## src/sv/line_trace_pid_steering_unit_assert.svh

```systemverilog
// Assertion macros shared by the steering unit and its window.
// With SYNTHESIS defined every macro expands to nothing.
`ifndef LINE_TRACE_PID_STEERING_UNIT_ASSERT_SVH
`define LINE_TRACE_PID_STEERING_UNIT_ASSERT_SVH

`ifndef SYNTHESIS

`define ASSERT_ALWAYS(name, clock, reset, cond) \
  name: assert property (@(posedge clock) disable iff (reset) (cond)) \
    else $error("assertion failed");

`define ASSERT_IMPLIES(name, clock, reset, ante, cons) \
  name: assert property (@(posedge clock) disable iff (reset) (ante) |-> (cons)) \
    else $error("assertion failed");

`define ASSERT_NEXT(name, clock, reset, ante, cons) \
  name: assert property (@(posedge clock) disable iff (reset) (ante) |=> (cons)) \
    else $error("assertion failed");

`else

`define ASSERT_ALWAYS(name, clock, reset, cond)
`define ASSERT_IMPLIES(name, clock, reset, ante, cons)
`define ASSERT_NEXT(name, clock, reset, ante, cons)

`endif

`endif

```

## src/sv/ltps_pkg.sv

```systemverilog
`default_nettype none

package ltps_pkg;

  localparam int DEPTH_DEFAULT = 5;

  localparam int LIGHT_W    = 7;
  localparam int ERR_W      = 8;
  localparam int DIFF_W     = 9;
  localparam int GAIN_W     = 16;
  localparam int FRAC_W     = 8;
  localparam int POWER_W    = 8;
  localparam int CFG_IDX_W  = 3;
  localparam int CFG_DATA_W = 16;

  // Quotient of the steering divide; anything at 128 or above saturates.
  localparam int QUO_W     = 7;
  localparam int FACTOR_W  = 7;
  localparam int POW_MAG_W = 8;
  localparam int PROD_W    = POW_MAG_W + FACTOR_W - 1;
  localparam int PQ_W      = 8;
  localparam int STEP_W    = 4;

  localparam logic [CFG_IDX_W-1:0] REG_CENTER = CFG_IDX_W'(0);
  localparam logic [CFG_IDX_W-1:0] REG_GAIN_P = CFG_IDX_W'(1);
  localparam logic [CFG_IDX_W-1:0] REG_GAIN_I = CFG_IDX_W'(2);
  localparam logic [CFG_IDX_W-1:0] REG_GAIN_D = CFG_IDX_W'(3);
  localparam logic [CFG_IDX_W-1:0] REG_BASE   = CFG_IDX_W'(4);

  localparam logic [LIGHT_W-1:0] CENTER_RESET = LIGHT_W'(50);
  localparam logic [QUO_W-1:0]   STEER_MAX    = QUO_W'(100);
  localparam logic [PROD_W-1:0]  PDIV_TOP     = PROD_W'(100) << (PQ_W - 1);

  localparam logic [STEP_W-1:0] GMUL_LAST = STEP_W'(GAIN_W - 1);
  localparam logic [STEP_W-1:0] DIV_LAST  = STEP_W'(QUO_W - 1);
  localparam logic [STEP_W-1:0] PMUL_LAST = STEP_W'(FACTOR_W - 1);
  localparam logic [STEP_W-1:0] PDIV_LAST = STEP_W'(PQ_W - 1);

  typedef enum logic [3:0] {
    ST_IDLE,
    ST_GMUL,
    ST_NMUL,
    ST_ABS,
    ST_DIV,
    ST_SCALE,
    ST_PMUL,
    ST_PDIV,
    ST_DONE
  } state_t;

endpackage

`default_nettype wire

```

## src/sv/ltps_window.sv

```systemverilog
`default_nettype none
`include "line_trace_pid_steering_unit_assert.svh"

module ltps_window
  import ltps_pkg::*;
#(
  parameter int DEPTH = DEPTH_DEFAULT,
  localparam int CNT_W = $clog2(DEPTH + 1),
  localparam int SUM_W = ERR_W + $clog2(DEPTH)
) (
  input  logic                    clk,
  input  logic                    rst,
  input  logic                    push,
  input  logic signed [ERR_W-1:0] err,
  output logic signed [SUM_W-1:0] sum_upd,
  output logic [CNT_W-1:0]        fill_upd
);

  logic signed [ERR_W-1:0] taps [DEPTH];
  logic [CNT_W-1:0]        fill;
  logic signed [SUM_W-1:0] sum;
  logic                    full;

  assign full = (fill == CNT_W'(DEPTH));

  // Running sum: the oldest error leaves once the window is full.
  assign sum_upd  = sum + SUM_W'(err) - (full ? SUM_W'(taps[DEPTH-1]) : SUM_W'(0));
  assign fill_upd = full ? fill : fill + 1'b1;

  always_ff @(posedge clk) begin
    if (rst) begin
      fill <= '0;
      sum  <= '0;
    end else if (push) begin
      fill <= fill_upd;
      sum  <= sum_upd;
    end
  end

  always_ff @(posedge clk) begin
    if (push) begin
      taps[0] <= err;
      for (int i = 1; i < DEPTH; i++) begin
        taps[i] <= taps[i-1];
      end
    end
  end

  `ASSERT_ALWAYS(fill_in_range, clk, rst, fill <= CNT_W'(DEPTH))
  `ASSERT_IMPLIES(empty_sum_zero, clk, rst, fill == '0, sum == '0)
  `ASSERT_NEXT(push_leaves_entry, clk, rst, push, fill != '0)

endmodule

`default_nettype wire

```

## src/sv/line_trace_pid_steering_unit.sv

```systemverilog
// Channel  Handshake              Word
// cfg      cfg_valid / cfg_ready  cfg_index, cfg_data
// in       in_valid / in_stall    light
// out      out_valid / out_stall  steer, left_power, right_power
//
// Each item runs through the 16-step bit-serial gain multiply, a multiply by
// the held entry count with one step per bit of it (1 to 3 bits at depth 5)
// and the two restoring dividers (7 and 8 steps).
// Reset restores the register defaults and empties the error window.
// A stalled result waits in the output register; the next sample is taken
// meanwhile, and only the final load waits for the register to free up.
`default_nettype none
`include "line_trace_pid_steering_unit_assert.svh"

module line_trace_pid_steering_unit
  import ltps_pkg::*;
#(
  parameter int WINDOW_DEPTH = DEPTH_DEFAULT
) (
  input  logic                      clk,
  input  logic                      rst,
  input  logic                      cfg_valid,
  output logic                      cfg_ready,
  input  logic [CFG_IDX_W-1:0]      cfg_index,
  input  logic [CFG_DATA_W-1:0]     cfg_data,
  input  logic                      in_valid,
  output logic                      in_stall,
  input  logic [LIGHT_W-1:0]        light,
  output logic                      out_valid,
  input  logic                      out_stall,
  output logic signed [POWER_W-1:0] steer,
  output logic signed [POWER_W-1:0] left_power,
  output logic signed [POWER_W-1:0] right_power
);

  localparam int CNT_W = $clog2(WINDOW_DEPTH + 1);
  localparam int SUM_W = ERR_W + $clog2(WINDOW_DEPTH);
  localparam int P_W   = GAIN_W + DIFF_W + 1;
  localparam int NUM_W = P_W + CNT_W + 1;
  localparam int A_W   = NUM_W - FRAC_W;
  localparam int REM_W = QUO_W + CNT_W;

  logic [LIGHT_W-1:0]        center_level;
  logic signed [GAIN_W-1:0]  gain_p;
  logic signed [GAIN_W-1:0]  gain_i;
  logic signed [GAIN_W-1:0]  gain_d;
  logic signed [POWER_W-1:0] base_power;

  state_t            state;
  state_t            state_next;
  logic [STEP_W-1:0] step;
  logic              accept;
  logic              load_out;

  logic signed [ERR_W-1:0]  err;
  logic signed [ERR_W-1:0]  last_error;
  logic signed [DIFF_W-1:0] diff;
  logic signed [SUM_W-1:0]  sum_upd;
  logic [CNT_W-1:0]         fill_upd;

  logic signed [P_W-1:0]   mp_e;
  logic signed [P_W-1:0]   mp_d;
  logic signed [NUM_W-1:0] mg;
  logic signed [P_W-1:0]   acc_p;
  logic signed [NUM_W-1:0] acc_g;
  logic signed [NUM_W-1:0] pm;
  logic [GAIN_W-1:0]       gp_sh;
  logic [GAIN_W-1:0]       gi_sh;
  logic [GAIN_W-1:0]       gd_sh;
  logic [CNT_W-1:0]        n_sh;
  logic [CNT_W-1:0]        n_items;

  logic                    gain_last;
  logic signed [P_W-1:0]   term_e;
  logic signed [P_W-1:0]   term_d;
  logic signed [NUM_W-1:0] term_g;
  logic signed [P_W-1:0]   acc_p_next;

  logic [NUM_W-1:0] num_abs;
  logic [A_W-1:0]   num_scaled;
  logic             num_sat;
  logic [REM_W-1:0] rem;
  logic [REM_W-1:0] dv;
  logic [QUO_W-1:0] quo;
  logic             neg;
  logic             sat;
  logic [QUO_W-1:0] mag;

  logic signed [POWER_W-1:0] steer_r;
  logic signed [POWER_W-1:0] bp_r;
  logic [POW_MAG_W-1:0]      bp_mag;
  logic [FACTOR_W-1:0]       f_sh;
  logic [PROD_W-1:0]         prod;
  logic [PROD_W-1:0]         bpm;
  logic [PROD_W-1:0]         pdv;
  logic [PQ_W-1:0]           pq;
  logic signed [PQ_W:0]      pq_ext;
  logic signed [PQ_W:0]      scaled;

  assign cfg_ready = 1'b1;

  always_ff @(posedge clk) begin
    if (rst) begin
      center_level <= CENTER_RESET;
      gain_p       <= '0;
      gain_i       <= '0;
      gain_d       <= '0;
      base_power   <= '0;
    end else if (cfg_valid && cfg_ready) begin
      unique case (cfg_index)
        REG_CENTER: center_level <= cfg_data[LIGHT_W-1:0];
        REG_GAIN_P: gain_p       <= cfg_data;
        REG_GAIN_I: gain_i       <= cfg_data;
        REG_GAIN_D: gain_d       <= cfg_data;
        REG_BASE:   base_power   <= cfg_data[POWER_W-1:0];
        default: ;
      endcase
    end
  end

  assign err  = $signed({1'b0, light}) - $signed({1'b0, center_level});
  assign diff = DIFF_W'(err) - DIFF_W'(last_error);

  ltps_window #(
    .DEPTH(WINDOW_DEPTH)
  ) u_window (
    .clk      (clk),
    .rst      (rst),
    .push     (accept),
    .err      (err),
    .sum_upd  (sum_upd),
    .fill_upd (fill_upd)
  );

  // Two's complement gains: the top bit carries negative weight.
  assign gain_last  = (step == GMUL_LAST);
  assign term_e     = gp_sh[0] ? (gain_last ? -mp_e : mp_e) : '0;
  assign term_d     = gd_sh[0] ? (gain_last ? -mp_d : mp_d) : '0;
  assign term_g     = gi_sh[0] ? (gain_last ? -mg : mg) : '0;
  assign acc_p_next = acc_p + term_e + term_d;

  assign num_abs    = acc_g[NUM_W-1] ? $unsigned(-acc_g) : $unsigned(acc_g);
  assign num_scaled = num_abs[NUM_W-1:FRAC_W];
  assign num_sat    = num_scaled >= (A_W'(n_items) << QUO_W);

  assign mag    = (sat || (quo > STEER_MAX)) ? STEER_MAX : quo;
  assign bp_mag = base_power[POWER_W-1] ? POW_MAG_W'(-base_power) : POW_MAG_W'(base_power);
  assign pq_ext = $signed({1'b0, pq});
  assign scaled = bp_r[POWER_W-1] ? -pq_ext : pq_ext;

  always_comb begin
    state_next = state;
    unique case (state)
      ST_IDLE:  if (in_valid) state_next = ST_GMUL;
      ST_GMUL:  if (step == GMUL_LAST) state_next = ST_NMUL;
      ST_NMUL:  if ((n_sh >> 1) == '0) state_next = ST_ABS;
      ST_ABS:   state_next = ST_DIV;
      ST_DIV:   if (step == DIV_LAST) state_next = ST_SCALE;
      ST_SCALE: state_next = ST_PMUL;
      ST_PMUL:  if (step == PMUL_LAST) state_next = ST_PDIV;
      ST_PDIV:  if (step == PDIV_LAST) state_next = ST_DONE;
      ST_DONE:  if (load_out) state_next = ST_IDLE;
    endcase
  end

  always_comb begin
    in_stall = (state != ST_IDLE);
    accept   = in_valid && !in_stall;
    load_out = (state == ST_DONE) && (!out_valid || !out_stall);
  end

  always_ff @(posedge clk) begin
    if (rst) begin
      state      <= ST_IDLE;
      step       <= '0;
      last_error <= '0;
    end else begin
      state <= state_next;
      if (state_next != state) begin
        step <= '0;
      end else begin
        step <= step + 1'b1;
      end
      if (accept) begin
        last_error <= err;
      end
    end
  end

  always_ff @(posedge clk) begin
    unique case (state)
      ST_IDLE: begin
        if (accept) begin
          mp_e    <= P_W'(err);
          mp_d    <= P_W'(diff);
          mg      <= NUM_W'(sum_upd);
          acc_p   <= '0;
          acc_g   <= '0;
          gp_sh   <= gain_p;
          gi_sh   <= gain_i;
          gd_sh   <= gain_d;
          n_sh    <= fill_upd;
          n_items <= fill_upd;
        end
      end
      ST_GMUL: begin
        acc_p <= acc_p_next;
        acc_g <= acc_g + term_g;
        pm    <= NUM_W'(acc_p_next);
        mp_e  <= mp_e <<< 1;
        mp_d  <= mp_d <<< 1;
        mg    <= mg <<< 1;
        gp_sh <= gp_sh >> 1;
        gi_sh <= gi_sh >> 1;
        gd_sh <= gd_sh >> 1;
      end
      ST_NMUL: begin
        if (n_sh[0]) begin
          acc_g <= acc_g + pm;
        end
        pm   <= pm <<< 1;
        n_sh <= n_sh >> 1;
      end
      ST_ABS: begin
        neg <= acc_g[NUM_W-1];
        sat <= num_sat;
        rem <= num_scaled[REM_W-1:0];
        dv  <= REM_W'(n_items) << (QUO_W - 1);
        quo <= '0;
      end
      ST_DIV: begin
        if (rem >= dv) begin
          rem <= rem - dv;
          quo <= {quo[QUO_W-2:0], 1'b1};
        end else begin
          quo <= {quo[QUO_W-2:0], 1'b0};
        end
        dv <= dv >> 1;
      end
      ST_SCALE: begin
        steer_r <= neg ? -$signed({1'b0, mag}) : $signed({1'b0, mag});
        f_sh    <= STEER_MAX - mag;
        bp_r    <= base_power;
        bpm     <= PROD_W'(bp_mag);
        prod    <= '0;
        pdv     <= PDIV_TOP;
        pq      <= '0;
      end
      ST_PMUL: begin
        if (f_sh[0]) begin
          prod <= prod + bpm;
        end
        bpm  <= bpm << 1;
        f_sh <= f_sh >> 1;
      end
      ST_PDIV: begin
        if (prod >= pdv) begin
          prod <= prod - pdv;
          pq   <= {pq[PQ_W-2:0], 1'b1};
        end else begin
          pq   <= {pq[PQ_W-2:0], 1'b0};
        end
        pdv <= pdv >> 1;
      end
      ST_DONE: ;
    endcase
  end

  always_ff @(posedge clk) begin
    if (rst) begin
      out_valid <= 1'b0;
    end else if (load_out) begin
      out_valid <= 1'b1;
    end else if (!out_stall) begin
      out_valid <= 1'b0;
    end
  end

  // The outer wheel keeps base power; the inner one gets the scaled value.
  always_ff @(posedge clk) begin
    if (load_out) begin
      steer <= steer_r;
      if (steer_r > 8'sd0) begin
        left_power  <= bp_r;
        right_power <= scaled[POWER_W-1:0];
      end else begin
        left_power  <= scaled[POWER_W-1:0];
        right_power <= bp_r;
      end
    end
  end

  `ASSERT_IMPLIES(steer_in_range, clk, rst, out_valid, (steer <= 8'sd100) && (steer >= -8'sd100))
  `ASSERT_IMPLIES(zero_steer_even, clk, rst, out_valid && (steer == '0), left_power == right_power)
  `ASSERT_IMPLIES(load_after_done, clk, rst, $rose(out_valid), $past(state) == ST_DONE)

endmodule

`default_nettype wire

```

## config.mk

```make
export PLATFORM = sky130hd
export DESIGN_NAME = line_trace_pid_steering_unit
export DESIGN_NICKNAME = d
export VERILOG_FILES = /design/src/sv/ltps_pkg.sv /design/src/sv/ltps_window.sv /design/src/sv/line_trace_pid_steering_unit.sv
export VERILOG_INCLUDE_DIRS = /design/src /design/src/sv
export SDC_FILE = /design/constraint.sdc
export NUM_CORES = 1
export LEC_CHECK = 0
export BUFFER_PORTS_ARGS = -buffer_cell sky130_fd_sc_hd__buf_4
export CORE_MARGIN = 2
export CORE_UTILIZATION = 49
export CTS_CLUSTER_DIAMETER = 30
export DETAILED_ROUTE_END_ITERATION = 16
export MAX_ROUTING_LAYER = met4
export PLACE_DENSITY = 0.7
export RECOVER_POWER = 25
export SLEW_MARGIN = 20
export SYNTH_ARGS = -nofsm -noshare
export SYNTH_HDL_FRONTEND = slang
export SYNTH_HIERARCHICAL = 1
export SYNTH_SLANG_ARGS = --single-unit
```

## constraint.sdc

```tcl
create_clock -name clk -period 5.1 [get_ports clk]
set_clock_uncertainty 0.15 [all_clocks]
set_input_delay 1.02 -clock clk [delete_from_list [all_inputs] [get_ports clk]]
set_output_delay 1.02 -clock clk [all_outputs]
set_load 0.01 [all_outputs]
```

==> results.json <==
{
  "cts_max_level": 3,
  "grt_first_pass_wirelength_um": 99500,
  "intPower_mw": 11.1,
  "final_nets": 3075,
  "critPathLaunchType": "flip-flop",
  "stdcell_count": 3668,
  "irDropWorstVdd_mv": 0.385,
  "grt_max_degree": 72,
  "cts_tree": "built",
  "yosys.area.top_type_share": 0.429,
  "drt_first_pass_iters": 7,
  "synth_nets": 2972,
  "swShare": 0.307,
  "rows": 86,
  "globalRoute.totalOverflow": 0,
  "dp_hpwl_um": 42900,
  "worstPathMaxFanout": 6,
  "drive_gt1_frac": 0.107,
  "period_share": 0.953,
  "drv_cap": 4,
  "antennaDiodeCount": 0,
  "clockRootBuffer": "clkbuf_16",
  "vias_per_cell": 5.55,
  "yosysUniqueCellTypes": 80,
  "clockBufferDepth": 3,
  "p_seq_frac": 0.349,
  "core_area_sq_mm": 0.0549,
  "yosys.area.top_type": "edfxtp_1",
  "dieArea_sq_mm": 0.0572,
  "synth_area_sq_mm": 0.0271,
  "fp.dieH_um": 239,
  "status": "complete, but fails checks",
  "dp.cells": 3471,
  "yosys_warnings": 6,
  "io_buffer_count": 56,
  "cts_sinks": 481,
  "finalHoldViolCount": 0,
  "worstPathRequired_ns": 5.31,
  "insertion_delay_ns": 0.65,
  "antenna_left": 0,
  "fmax_ghz": 0.206,
  "synth_seq_area_share": 0.498,
  "slew_headroom": -0.924,
  "synth-edff-count": 387,
  "start_util": 0.494,
  "area_growth_pct": 18.2,
  "clockPowerShare": 0.417,
  "track_usage": 0.222,
  "post-route-min-period_ns": 4.86,
  "tightest_slew_ns": 2.89,
  "ys_seq_elements": 481,
  "p_sw_mw": 4.93,
  "hold_class": "flip-flop to flip-flop",
  "grt_antenna_before_repair": 1,
  "drt_iter0_markers": 1306,
  "die_x_um": 239,
  "endpoint_kind": "flip-flop",
  "wl_um": 62000,
  "detail_route.wl_per_cell_um": 16.9,
  "synthCells": 2770,
  "cp.arrival_ns": 5.07,
  "cts_made_buffers": 103,
  "setup_slack_ns": 0.239,
  "synthArstFlopShare": 0,
  "route.vias.total": 20400,
  "violations": "max-capacitance violations, max-slew violations",
  "p_leak_nw": 13.0,
  "drcViolationCount": 0,
  "grt_pass1_vias": 19900,
  "setup_viol": 0,
  "ys.flop_type": "edfxtp_1",
  "yosys-top-cells-area": "edfxtp_1 (43%), nand2_1 (7.8%), dfxtp_1 (6.9%)",
  "combPwrFrac": 0.234,
  "place.gp.congestion": 0.870,
  "ctsHoldBuffers": 0,
  "crit_type": "flip-flop to flip-flop",
  "syn_avg_cell_area_sq_um": 9.79,
  "place_ws_ns": -0.0712,
  "slew_viol_final": 174,
  "power.density_mw_per_mm2": 502,
  "clkSlewWorstSetupHoldPaths_ns": 0.05,
  "io-pin-count": 58
}
## worst max-delay path, cell delays in order, from the launching register on
cell	delay, ns
edfxtp_1	0.42
or3_4	0.44
or4_4	0.47
nor3_4	0.24
nand2_2	0.12
o41ai_2	0.26
xnor2_1	0.17
and2_1	0.17
fa_1	0.43
ha_1	0.37
a21o_1	0.18
a21oi_1	0.18
nor2_1	0.09
nor4_1	0.14
o21ai_0	0.12
a31oi_1	0.28
xnor2_2	0.20
a21oi_1	0.12
## cell families after synthesis
logic type,after synthesis,share of synthesized area
DFF,481,0.498
buffers and inverters,255,0.0360
muxes,15,0.00563
AOI/OAI and AO/OA,583,0.130
adders and majority gates,171,0.0906
xor gates and xnor gates,198,0.0643
and+or+nand+nor,1066,0.175
other,1,0.000138
## cells in the final DEF, fill, tap and decap left out, drive strengths merged, types with 92 or more instances in the layout
cell | netlist | final
a21oi | 202 | 202
nor2 | 210 | 210
xnor2 | 92 | 92
dfxtp | 94 | 94
o21ai | 165 | 165
edfxtp | 387 | 387
inv | 144 | 150
clkbuf | 103 | 140
buf | 8 | 92
nand2 | 562 | 562
xor2 | 106 | 106
ha | 129 | 129
## routing by layer
layer,GRT usage,wire length (um),vias to the layer above
li1,-,-,9928
met1,0.286,27400,9792
met2,0.358,29800,537
met3,0.0369,3310,118
met4,0.0710,1470,0
met5,-,0,-
## final timing paths
path	start	slack [ns]	endpoint	cells past startpoint
setup / recovery	mp_e[6]	0.24	pm[27]	17
hold reg to reg	u_window/taps[0][17]	0.26	u_window/taps[0][25]	0
setup reg to reg	mp_e[6]	0.24	pm[27]	17
hold / removal	u_window/taps[0][17]	0.26	u_window/taps[0][25]	0
## per-stage QoR
stage	hold WS [ns]	setup TNS, ns	utilization	instance area, sq um	total power, mW
final	0.263	0	0.584	32000	16.1
after global placement	0.255	-0.533	0.519	28500	9.18
after floorplan	0.250	0	-	27100	8.35
after detailed placement	0.256	-1.18	0.519	28500	9.34
after CTS	0.260	0	0.584	32100	16.1
after global routing	0.267	-0.0179	0.584	32000	16.9
## power by group through the flow
| stage | Clock [mW] | Sequential, mW | Combinational, mW |
|---|---|---|---|
| 5_1_grt | 6.99 | 5.69 | 4.23 |
| 2_1_floorplan | 0 | 5.53 | 2.82 |
| 6_report | 6.70 | 5.62 | 3.76 |
| 4_1_cts | 6.78 | 5.61 | 3.73 |
| 3_3_place_gp | 0 | 5.64 | 3.54 |
| 3_5_place_dp | 0 | 5.67 | 3.67 |
## final cells by class
cell class,instances,area [sq um]
well taps,704,881
repair buffers,109,800
clock buffers,123,2720
clock inverters,73,870
flip-flops and latches,481,13500
fillers,4569,22800
multi-input cells,2034,12700
inverters,144,541
## Yosys cell counts (all sizes together) (11+ instances only)
library cell / instances
o31ai: 25
o21ai: 165
a21boi: 18
fa: 42
o22ai: 13
nand2: 562
nor4: 17
dfxtp: 94
nand2b: 22
mux2i: 13
nor2b: 26
clkbuf: 103
ha: 129
nor2: 210
a31oi: 14
nand3: 40
and2: 63
o41ai: 13
a21oi: 202
a211oi: 11
or2: 12
o211ai: 11
xor2: 106
inv: 144
a21o: 51
or3: 26
xnor2: 92
o21a: 12
nor3: 38
and3: 16
edfxtp: 387
## sequential cells by signal, summed over array words and instances (netlist names), 9 cells and up
| name | count |
|---|---|
| pdv | 14 |
| gain_p | 16 |
| gp_sh | 16 |
| gi_sh | 16 |
| acc_g | 30 |
| pm | 30 |
| gain_i | 16 |
| acc_p | 26 |
| dv | 9 |
| mp_e | 26 |
| bpm | 14 |
| u_window/sum | 11 |
| rem | 10 |
| gain_d | 16 |
| u_window/taps | 40 |
| gd_sh | 16 |
| mp_d | 26 |
| prod | 14 |
| mg | 30 |
## repair_timing
action / in CTS / in global routing
pin swaps: 0 / 3
buffers inserted: 0 / 1
endpoints found under the setup margin: 9 / 16
resized for setup: 2 / 15
Power figures use the tool's default switching activity.
